[src/olsm_pkg.sv]
`default_nettype none
package olsm_pkg;

  typedef enum logic [1:0] {
    OP_APPEND = 2'd0,
    OP_GET    = 2'd1,
    OP_MARK   = 2'd2,
    OP_PURGE  = 2'd3
  } op_t;

  localparam logic [1:0] STATUS_OK        = 2'd0;
  localparam logic [1:0] STATUS_DROPPED   = 2'd1;
  localparam logic [1:0] STATUS_NOT_FOUND = 2'd2;

  typedef enum logic [2:0] {
    ST_IDLE,
    ST_LAUNCH,
    ST_SWEEP,
    ST_COMPACT,
    ST_WRITE,
    ST_DONE
  } state_t;

  // command broadcast to every cell
  typedef struct packed {
    op_t  op;
    logic write_en;
    logic compact_en;
    logic phase;
  } cmd_t;

  // flags carried by the scan token along the chain
  typedef struct packed {
    logic active;
    logic found;
    logic evict_done;
    logic hit;
    logic unsent_dec;
  } tok_t;

endpackage
`default_nettype wire

[src/olsm_cell.sv]
`default_nettype none
module olsm_cell #(
  parameter int IDX   = 0,
  parameter int DEPTH = 32,
  parameter int PB    = 64,
  parameter int WW    = 6
) (
  input  wire logic              clk,
  input  wire logic              rst_n,
  input  wire olsm_pkg::cmd_t    cmd,
  input  wire logic [4:0]        pos,
  input  wire logic [PB-1:0]     wr_pay,
  input  wire logic [WW-1:0]     wr_idx,
  input  wire logic              lo_valid,
  input  wire logic              hi_valid,
  input  wire logic              hi_sent,
  input  wire logic [PB-1:0]     hi_pay,
  input  wire olsm_pkg::tok_t    tok_in,
  input  wire logic [WW-1:0]     seen_in,
  input  wire logic [PB-1:0]     fpay_in,
  input  wire logic [WW-1:0]     fslot_in,
  output logic                   valid,
  output logic                   sent,
  output logic [PB-1:0]          pay,
  output olsm_pkg::tok_t         tok_out,
  output logic [WW-1:0]          seen_out,
  output logic [PB-1:0]          fpay_out,
  output logic [WW-1:0]          fslot_out
);

  localparam logic [WW-1:0] MY_IDX = WW'(IDX);
  localparam logic          PARITY = (IDX % 2) == 1;
  localparam bit            HAS_HI = (IDX + 1) < DEPTH;
  localparam bit            HAS_LO = IDX > 0;

  logic           valid_r, valid_nxt;
  logic           sent_r, sent_nxt;
  logic [PB-1:0]  pay_r, pay_nxt;
  olsm_pkg::tok_t tok_r, tok_nxt;
  logic [WW-1:0]  seen_r, seen_nxt;
  logic [PB-1:0]  fpay_r, fpay_nxt;
  logic [WW-1:0]  fslot_r, fslot_nxt;

  always_comb begin
    valid_nxt = valid_r;
    sent_nxt  = sent_r;
    pay_nxt   = pay_r;
    tok_nxt   = tok_in;
    seen_nxt  = seen_in;
    fpay_nxt  = fpay_in;
    fslot_nxt = fslot_in;

    if (tok_in.active) begin
      case (cmd.op)
        olsm_pkg::OP_GET: begin
          if (valid_r && !sent_r) begin
            if (!tok_in.found && seen_in == WW'(pos)) begin
              tok_nxt.found = 1'b1;
              fpay_nxt      = pay_r;
              fslot_nxt     = MY_IDX;
            end
            seen_nxt = seen_in + 1'b1;
          end
        end
        olsm_pkg::OP_MARK: begin
          if (valid_r && WW'(pos) == MY_IDX) begin
            tok_nxt.hit = 1'b1;
            if (!sent_r) begin
              tok_nxt.unsent_dec = 1'b1;
              sent_nxt           = 1'b1;
            end
          end
        end
        olsm_pkg::OP_APPEND: begin
          // first sent entry seen becomes a hole
          if (valid_r && sent_r && !tok_in.evict_done) begin
            tok_nxt.evict_done = 1'b1;
            valid_nxt          = 1'b0;
          end
        end
        olsm_pkg::OP_PURGE: begin
          if (valid_r && sent_r) valid_nxt = 1'b0;
        end
        default: ;
      endcase
    end

    // odd-even transposition moves holes up, entries keep their order
    if (cmd.compact_en) begin
      if (HAS_HI && PARITY == cmd.phase && !valid_r && hi_valid) begin
        valid_nxt = 1'b1;
        sent_nxt  = hi_sent;
        pay_nxt   = hi_pay;
      end
      if (HAS_LO && PARITY != cmd.phase && !lo_valid && valid_r) begin
        valid_nxt = 1'b0;
      end
    end

    if (cmd.write_en && wr_idx == MY_IDX) begin
      valid_nxt = 1'b1;
      sent_nxt  = 1'b0;
      pay_nxt   = wr_pay;
    end
  end

  always_ff @(posedge clk) begin
    if (!rst_n) begin
      valid_r <= 1'b0;
      sent_r  <= 1'b0;
      tok_r   <= '0;
    end else begin
      valid_r <= valid_nxt;
      sent_r  <= sent_nxt;
      tok_r   <= tok_nxt;
    end
    pay_r   <= pay_nxt;
    seen_r  <= seen_nxt;
    fpay_r  <= fpay_nxt;
    fslot_r <= fslot_nxt;
  end

  assign valid     = valid_r;
  assign sent      = sent_r;
  assign pay       = pay_r;
  assign tok_out   = tok_r;
  assign seen_out  = seen_r;
  assign fpay_out  = fpay_r;
  assign fslot_out = fslot_r;

endmodule
`default_nettype wire
[config.mk]
export PLATFORM = sky130hd
export DESIGN_NAME = olsm_cell
export DESIGN_NICKNAME = d
export VERILOG_FILES = /design/src/olsm_pkg.sv /design/src/olsm_cell.sv
export SDC_FILE = /design/constraint.sdc
export NUM_CORES = 1
export LEC_CHECK = 0
export BUFFER_PORTS_ARGS = -buffer_cell sky130_fd_sc_hd__buf_2
export CAP_MARGIN = 5
export CORE_AREA = 2 2 147 149
export DETAILED_ROUTE_END_ITERATION = 10
export DIE_AREA = 0 0 149 151
export HOLD_SLACK_MARGIN = 0.08
export PLACE_DENSITY_LB_ADDON = 0.1
export SETUP_SLACK_MARGIN = 0.1
export SLEW_MARGIN = 25
export SYNTH_ARGS = -nofsm -noshare
export SYNTH_HDL_FRONTEND = slang
export SYNTH_SLANG_ARGS = --single-unit
[constraint.sdc]
create_clock -name clk -period 4.8 [get_ports clk]
set_input_delay 0.48 -clock clk [delete_from_list [all_inputs] [get_ports clk]]
set_output_delay 0.48 -clock clk [all_outputs]
set_load 0.03 [all_outputs]
==> results of run 1 <==
[power breakdown]
| part | internal (W) | total, W | switching, W |
|---|---|---|---|
| Combinational | 0.000164 | 0.000364 | 0.000200 |
| Clock | 0.000852 | 0.00138 | 0.000529 |
| Sequential | 0.00136 | 0.00138 | 0.0000191 |
| Total | 0.00238 | 0.00313 | 0.000748 |
[flip-flops by register name, summed over array words and instances (netlist names)]
register	flops
pay	64
seen_out	6
fslot_out	6
sent	1
tok_out	5
fpay_out	64
valid	1
[path summary, 6_finish.rpt]
| path | slack [ps] | endpoint | start |
|---|---|---|---|
| max | 2450 | fpay_out[18]$_DFF_P_ | valid$_SDFF_PN0_ |
| min reg2reg | 500 | fpay_out[52]$_DFF_P_ | pay[52]$_DFFE_PP_ |
| max reg2reg | 2450 | fpay_out[18]$_DFF_P_ | valid$_SDFF_PN0_ |
| min | 270 | fpay_out[38]$_DFF_P_ | fpay_in[38] |
[cells by family after synthesis]
| group | share of synthesized area |
|---|---|
| compound gates | 0.0130 |
| mux | 0.284 |
| fa+ha+maj | 0.0108 |
| simple gates | 0.0378 |
| xor+xnor | 0.0136 |
| flops | 0.618 |
| buf+inv | 0.0231 |
[worst max-delay path: stages (launching register included)]
cell	delay, ps
dfxtp_1	490
and4b_1	410
o211ai_4	130
nor4_4	160
buf_4	610
mux2_1	390
[layout make-up]
type                    count  area [sq um]
fillers                  2020         12300
multi-input cells         190          2090
clock inverters            11           150
diodes                      1          2.50
well taps                 275           344
flip-flops and latches    147          3580
inverters                   5          18.8
repair buffers            378          1900
clock buffers              21           462
[per-stage QoR]
step,hold slack [ps],area (sq um),util
2_1_floorplan,577,5800,-
3_3_place_gp,476,7940,0.381
3_5_place_dp,483,7940,0.381
4_1_cts,240,8550,0.411
5_1_grt,244,8550,0.411
6_report,269,8550,0.411
[layer usage]
layer	wire, um	part of all wire	GRT usage	vias to the layer above
met5	0	0	0	-
met4	326	0.019	0.0571	0
met3	1380	0.079	0.0449	23
met2	9120	0.52	0.262	207
met1	6700	0.38	0.165	1986
li1	-	-	-	2068
[synth_stat cells]
cell      count
clkbuf_1      5
and3_1        1
xor2_1        3
nor2b_1       6
a211oi_1      1
nand3_1       2
buf_2         2
xnor2_1       6
buf_6         7
nor3_1        2
inv_1         5
nand4b_1      2
o21ai_0       1
nor2_1       10
and4b_1       1
nand2_1       9
a211o_1       1
a31oi_1       1
mux2_2       68
dfxtp_1      83
a41oi_1       1
o211ai_4      1
o21a_1        1
nor4_4        1
or4_1         1
nand2b_1      1
edfxtp_1     64
buf_4         1
mux2_4       54
mux2_1        6
nor4b_1       1
and2_1        1
a21oi_1       2
ha_1          5
nand4_1       1
==> flow_metrics.py, run 1 <==
metrics = {
    "synthesis": {
        "syn_nets": 592,
        "synth_cells": 357,
        "synth_top_area_frac": 0.332,
        "synth.largest_area_cell": "edfxtp_1",
        "yosysSeqAreaShare": 0.618,
        "syn_area_per_cell_sq_um": 16.2,
        "ys_seq_elements": 147,
        "ys_types": 35,
        "synth_area_sq_um": 5800,
        "yosysWarnings": 0,
        "synthTopCellsByArea": "edfxtp_1, dfxtp_1, mux2_4",
    },
    "clock_tree": {
        "h-tree-depth": 4,
        "numCtsBuffers": 17,
        "clock_sinks": 147,
        "clk_pin_slew_ps": 60,
        "tritoncts": "built",
        "clkLatencyLatePin_ps": 420,
        "root_buffer": "clkbuf_16",
        "cts-hold-fix-buffers": 0,
        "cts_setup_buffers": 0,
        "cts_max_path_buffers": 2,
        "post_cts_resize_count": 0,
    },
    "timing": {
        "fin_ws_ps": 2450,
        "rsz0062_at_grt": "false",
        "setup_viol": 0,
        "drv_slew": 0,
        "worst-slew-pin-transition_ps": 944,
        "hold_viol_final": 0,
        "min_period_ps": 2360,
        "maxSlewHeadroom": 0.371,
        "setup_tns_ps": 0,
        "clock_skew_ps": 9.08,
        "fmax_mhz": 425,
        "timing.final.crit_share": 0.491,
    },
    "global_route": {
        "grt_pass1_vias": 4373,
        "grt_max_degree": 65,
        "grt.total_usage": 0.147,
        "overflow": 0,
        "grt_pass1_wl_um": 24400,
        "antenna_found_initial": 1,
    },
    "status": {
        "status": "complete, no violations",
    },
    "final_layout": {
        "fin_cells": 1028,
        "mostFrequentLayoutCells": "buf_2, dfxtp_1, mux2_2, edfxtp_1, mux2_4",
        "final_common_cell": "buf_2",
        "area_delta_synth_final_pct": 47.6,
        "layout.nets": 974,
        "drive_above_1_share": 0.709,
    },
    "place": {
        "dpl.cell_count": 995,
        "dp_slack_ps": 1970,
        "hpwl_um": 13500,
        "routabilityCongestion": 0.760,
        "port_buffers": 375,
    },
    "detailed_routing": {
        "routed_wl_um": 17500,
        "drc": 0,
        "viasPerCell": 4.17,
        "vias": 4284,
        "wire_per_inst_um": 17.1,
        "drt_iter0_markers": 73,
        "drt_first_pass_iters": 4,
        "ant_nets": 0,
    },
    "die": {
        "die_height_um": 151,
        "rows": 53,
        "io_pins": 377,
        "die_area_sq_um": 22500,
        "start_util": 0.278,
        "die_w_um": 149,
        "core_area_sq_um": 20800,
    },
    "critical_path": {
        "crit_path_end_kind": "flop",
        "critPathArrivalTime_ps": 2650,
        "start_kind": "flop",
        "rr_worst_depth": 5,
        "required_ps": 5100,
        "critical_path_class": "flop to flop",
        "crit_fanout": 38,
    },
    "flow_run": {
        "max-cap-violations": 0,
    },
    "power_and_ir_drop": {
        "total_power_w": 0.00313,
        "leakage_nw": 3.96,
        "ir_worst_vdd_v": 0.000206,
        "p_per_area_nw_per_um2": 366,
    },
    "min_path": {
        "hold_depth": 2,
        "hp-class": "primary input to flop",
    },
}
(Power assumes the default switching activity.)
==> inputs of run 2 (changes only) <==
- clock period: 4.8 -> 2.38 ns (I/O delays scaled with it)
==> run 2 against run 1 <==
Effect of this change: worst setup slack got worse by 2200 ps; first-iteration DRC count rose by 34%; critical path depth is 3 higher; die area unchanged; non-clock buffer count grew 85; worst hold slack worse by 170 ps; largest cell class unchanged; cell count is 8.2% higher; core utilization grew 4.3 points; sequential share of layout area fell by 4.0 points; cell area rose by 10%; routed wire length is 1.9% higher; flip-flop and latch count unchanged.
==> flow_metrics.py, run 2 (synthesis results as in run 1) <==
metrics = {
    "global_route": {
        "grt.total_usage": 0.151,
        "antenna_found_initial": 0,
        "grt_pass1_wl_um": 25300,
        "grt_util_met2": 0.272,
        "overflow": 0,
        "use_met1": 0.166,
        "grt_pass1_vias": 4749,
        "busiest_layer": "met2",
        "grt_max_degree": 68,
        "met3_usage": 0.0485,
    },
    "final_layout": {
        "register_area_sq_um": 3580,
        "multi_input_area_sq_um": 2090,
        "final_common_cell": "buf_2",
        "drive_above_1_share": 0.645,
        "fillers": 1986,
        "mostFrequentLayoutCells": "buf_2, dfxtp_1, dlygate4sd3_1, mux2_2, edfxtp_1",
        "layout.nets": 1059,
        "diodes": 0,
        "area_delta_synth_final_pct": 63.0,
    },
    "critical_path": {
        "required_ps": 2670,
        "worstReg2RegEnd": "fpay_out[28]$_DFF_P_",
        "critical_path_class": "primary input to flop",
        "rr_worst_depth": 6,
        "start_kind": "primary input",
        "crit_fanout": 19,
        "critPathArrivalTime_ps": 2460,
        "crit_path_end_kind": "flop",
        "rr_startpoint": "sent$_SDFF_PP0_",
        "reg2reg_slack_ps": 390,
    },
    "place": {
        "hpwl_um": 13500,
        "port_buffers": 375,
        "dp_slack_ps": 242,
        "routabilityCongestion": 0.778,
    },
    "power_and_ir_drop": {
        "p_per_area_nw_per_um2": 681,
        "ir_worst_vdd_v": 0.000431,
        "p_sw_w": 0.00157,
        "p_clk_frac": 0.434,
        "p_comb_frac": 0.133,
        "power_frac_seq": 0.433,
        "swShare": 0.244,
        "p_int_w": 0.00487,
        "leakage_nw": 4.34,
    },
    "flow_run": {
        "max-cap-violations": 0,
    },
    "timing": {
        "hold_viol_final": 0,
        "min_period_ps": 2170,
        "timing.final.crit_share": 0.911,
        "setup_viol": 0,
        "drv_slew": 0,
        "clock_skew_ps": 9.47,
        "rsz0062_at_grt": "false",
        "fmax_mhz": 461,
        "worst-slew-pin-transition_ps": 502,
        "fin_ws_ps": 212,
        "maxSlewHeadroom": 0.661,
        "setup_tns_ps": 0,
    },
    "detailed_routing": {
        "routed_wl_um": 17900,
        "wire_per_inst_um": 16.1,
        "drc": 0,
        "ant_nets": 0,
        "viasPerCell": 4.15,
        "drt_iter0_markers": 98,
        "drt_first_pass_iters": 4,
        "vias": 4615,
    },
    "clock_tree": {
        "h-tree-depth": 4,
        "cts_setup_buffers": 0,
        "tritoncts": "built",
        "clk_pin_slew_ps": 60,
        "cts-hold-fix-buffers": 78,
        "root_buffer": "clkbuf_16",
        "cts_max_path_buffers": 2,
        "clock_sinks": 147,
        "clkLatencyLatePin_ps": 410,
        "post_cts_resize_count": 0,
        "numCtsBuffers": 17,
    },
    "die": {
        "die_w_um": 149,
        "start_util": 0.278,
        "core_area_sq_um": 20800,
        "die_area_sq_um": 22500,
        "die_height_um": 151,
        "rows": 53,
        "io_pins": 377,
    },
    "min_path": {
        "hp-class": "primary input to flop",
        "worstHoldStart": "tok_in[0]",
        "hold_end": "tok_out[0]$_SDFF_PN0_",
        "hold_depth": 3,
    },
    "status": {
        "status": "complete, no violations",
    },
}
[run 2: cell type report]
type,count,share of cell area
Clock buffer,18,0.0465
Clock inverter,14,0.0184
Inverter,5,0.00199
Multi-Input combinational cell,190,0.222
Sequential cell,147,0.379
Tap cell,275,0.0364
Timing Repair Buffer,463,0.296
[run 2: how the worst max path moves through the flow]
stage	startpoint	cells past startpoint	end
2_1_floorplan	valid$_SDFF_PN0_	6	fpay_out[18]$_DFF_P_
3_3_place_gp	cmd[4]	9	fpay_out[28]$_DFF_P_
3_5_place_dp	cmd[4]	9	fpay_out[28]$_DFF_P_
4_1_cts	seen_in[1]	8	fpay_out[28]$_DFF_P_
5_1_grt	seen_in[1]	8	fpay_out[18]$_DFF_P_
6_report	seen_in[1]	8	fpay_out[28]$_DFF_P_
[run 2: through the flow]
step           hold slack [ps]  power [W]  cell area [sq um]  instances  utilization
6_report                   102    0.00644               9450       1112        0.454
5_1_grt                   97.5    0.00672               9450       1112        0.454
4_1_cts                   83.6    0.00654               9440       1111        0.453
3_5_place_dp               448    0.00360               8050       1001        0.386
2_1_floorplan              335    0.00324               5800        357            -
3_3_place_gp               443    0.00359               8050       1001        0.386
[run 2: routing by layer]
layer  vias up  wire (um)
li1       2238          -
met1      2137       6950
met2       216       9250
met3        24       1310
met4         0        354
met5         -          0
[run 2: power groups by stage]
stage | Clock (W) | Combinational (W) | Sequential (W)
after floorplan | 0 | 0.000178 | 0.00306
after global placement | 0 | 0.000752 | 0.00284
after detailed placement | 0 | 0.000756 | 0.00284
after CTS | 0.00289 | 0.000862 | 0.00279
after global routing | 0.00301 | 0.000914 | 0.00280
final | 0.00279 | 0.000856 | 0.00279
[run 2: worst max-delay path, cell delays in order]
cell and delay (ps):
dlygate4sd3_1 540, buf_2 160, xor2_1 160, a211o_1 270
nor4_4 330, buf_4 220, buf_12 200, mux2_1 340
==> inputs of run 3 (changes only) <==
- CELL_PAD_IN_SITES_DETAIL_PLACEMENT: default -> 1
- CELL_PAD_IN_SITES_GLOBAL_PLACEMENT: default -> 2
- CORE_AREA: 2 2 147 149 -> default
- CORE_UTILIZATION: default -> 26
- DIE_AREA: 0 0 149 151 -> default
==> run 3 against run 2 <==
Effect of this change: global-route usage increased by 1.9 points; via count increased by 1.9%; count of clock-buffer cells in the layout grew 2; critical path type unchanged; critical endpoint is now fpay_out[38]$_DFF_P_; largest power group unchanged.
==> flow_metrics.py, run 3 (synthesis results as in run 1) <==
metrics = {
    "clock_tree": {
        "clkLatencyLatePin_ps": 420,
        "h-tree-depth": 4,
        "post_cts_resize_count": 0,
        "cts-hold-fix-buffers": 79,
        "root_buffer": "clkbuf_16",
        "cts_max_path_buffers": 2,
        "cts_setup_buffers": 0,
        "numCtsBuffers": 17,
        "clk_pin_slew_ps": 60,
        "tritoncts": "built",
        "clock_sinks": 147,
    },
    "global_route": {
        "grt_pass1_wl_um": 28300,
        "overflow": 0,
        "antenna_found_initial": 2,
        "grt.total_usage": 0.170,
        "grt_pass1_vias": 5030,
        "grt_max_degree": 41,
    },
    "critical_path": {
        "rr_startpoint": "sent$_SDFF_PP0_",
        "critPathArrivalTime_ps": 2460,
        "crit_path_end_kind": "flop",
        "crit_fanout": 40,
        "start_kind": "primary input",
        "critical_path_class": "primary input to flop",
        "crit_path_start": "seen_in[1]",
        "required_ps": 2680,
        "reg2reg_slack_ps": 390,
    },
    "final_layout": {
        "layout.nets": 1062,
        "mostFrequentLayoutCells": "buf_2, dfxtp_1, dlygate4sd3_1, mux2_2, edfxtp_1",
        "final_util": 0.431,
        "area_delta_synth_final_pct": 62.2,
        "drive_above_1_share": 0.646,
        "final_common_cell": "buf_2",
    },
    "timing": {
        "setup_viol": 0,
        "whs_ps": 106,
        "min_period_ps": 2160,
        "setup_tns_ps": 0,
        "worst-slew-pin-transition_ps": 478,
        "drv_slew": 0,
        "timing.final.crit_share": 0.907,
        "maxSlewHeadroom": 0.677,
        "clock_skew_ps": 11.3,
        "rsz0062_at_grt": "false",
        "fin_ws_ps": 222,
        "fmax_mhz": 463,
        "hold_viol_final": 0,
    },
    "detailed_routing": {
        "routed_wl_um": 20000,
        "vias": 4702,
        "drt_first_pass_iters": 4,
        "ant_nets": 0,
        "viasPerCell": 4.19,
        "drc": 0,
        "wire_per_inst_um": 17.8,
        "drt_iter0_markers": 75,
    },
    "power_and_ir_drop": {
        "ir_worst_vdd_v": 0.000392,
        "p_per_area_nw_per_um2": 649,
        "leakage_nw": 4.31,
    },
    "place": {
        "dp_slack_ps": 211,
        "port_buffers": 375,
        "routabilityCongestion": 0.748,
        "hpwl_um": 15400,
    },
    "status": {
        "status": "complete, no violations",
    },
    "die": {
        "core_area_sq_um": 21800,
        "start_util": 0.266,
        "io_pins": 377,
        "die_height_um": 151,
        "rows": 54,
        "die_area_sq_um": 22900,
        "die_w_um": 151,
    },
    "flow_run": {
        "max-cap-violations": 0,
    },
    "min_path": {
        "worstHoldStart": "tok_in[3]",
        "hp-class": "primary input to flop",
    },
}
-- run 3: report_power, final --
| part | switching (W) | internal, W | leakage, nW |
|---|---|---|---|
| Sequential | 0.0000358 | 0.00275 | 1.29 |
| Combinational | 0.000437 | 0.000427 | 2.77 |
| Clock | 0.00109 | 0.00136 | 0.253 |
-- run 3: final timing paths --
| kind | endpoint | cells past startpoint |
|---|---|---|
| max | fpay_out[38]$_DFF_P_ | 7 |
| min | tok_out[3]$_SDFF_PN0_ | 2 |
| max reg2reg | fpay_out[38]$_DFF_P_ | 5 |
| min reg2reg | fpay_out[63]$_DFF_P_ | 1 |
-- run 3: layout make-up --
| class | count | area, sq um |
|---|---|---|
| fillers | 2423 | 12400 |
| multi-input cells | 190 | 2090 |
| repair buffers | 466 | 2820 |
| clock buffers | 20 | 447 |
| well taps | 280 | 350 |
| clock inverters | 12 | 86.3 |
| inverters | 5 | 18.8 |
| flip-flops and latches | 147 | 3580 |
| diodes | 1 | 2.50 |
-- run 3: worst max-delay path, cell delays in order --
cell and delay [ps]:
dlygate4sd3_1 530, buf_2 150, xor2_1 160, a211o_1 270
nor4_4 380, buf_12 330, mux2_1 350
-- run 3: routing by layer --
layer / track usage / wire length, um / up-vias
met2: 0.319 / 10800 / 195
met4: 0.0580 / 356 / 0
li1: - / - / 2243
met5: 0 / 0 / -
met3: 0.0473 / 1480 / 22
met1: 0.180 / 7380 / 2242
-- run 3: stage by stage --
stage	std cells	cell area, sq um	power (W)
floorplan	357	5800	0.00324
global placement	1009	8080	0.00359
detailed placement	1009	8080	0.00361
CTS	1120	9400	0.00620
global route	1121	9400	0.00638
finish	1121	9400	0.00610
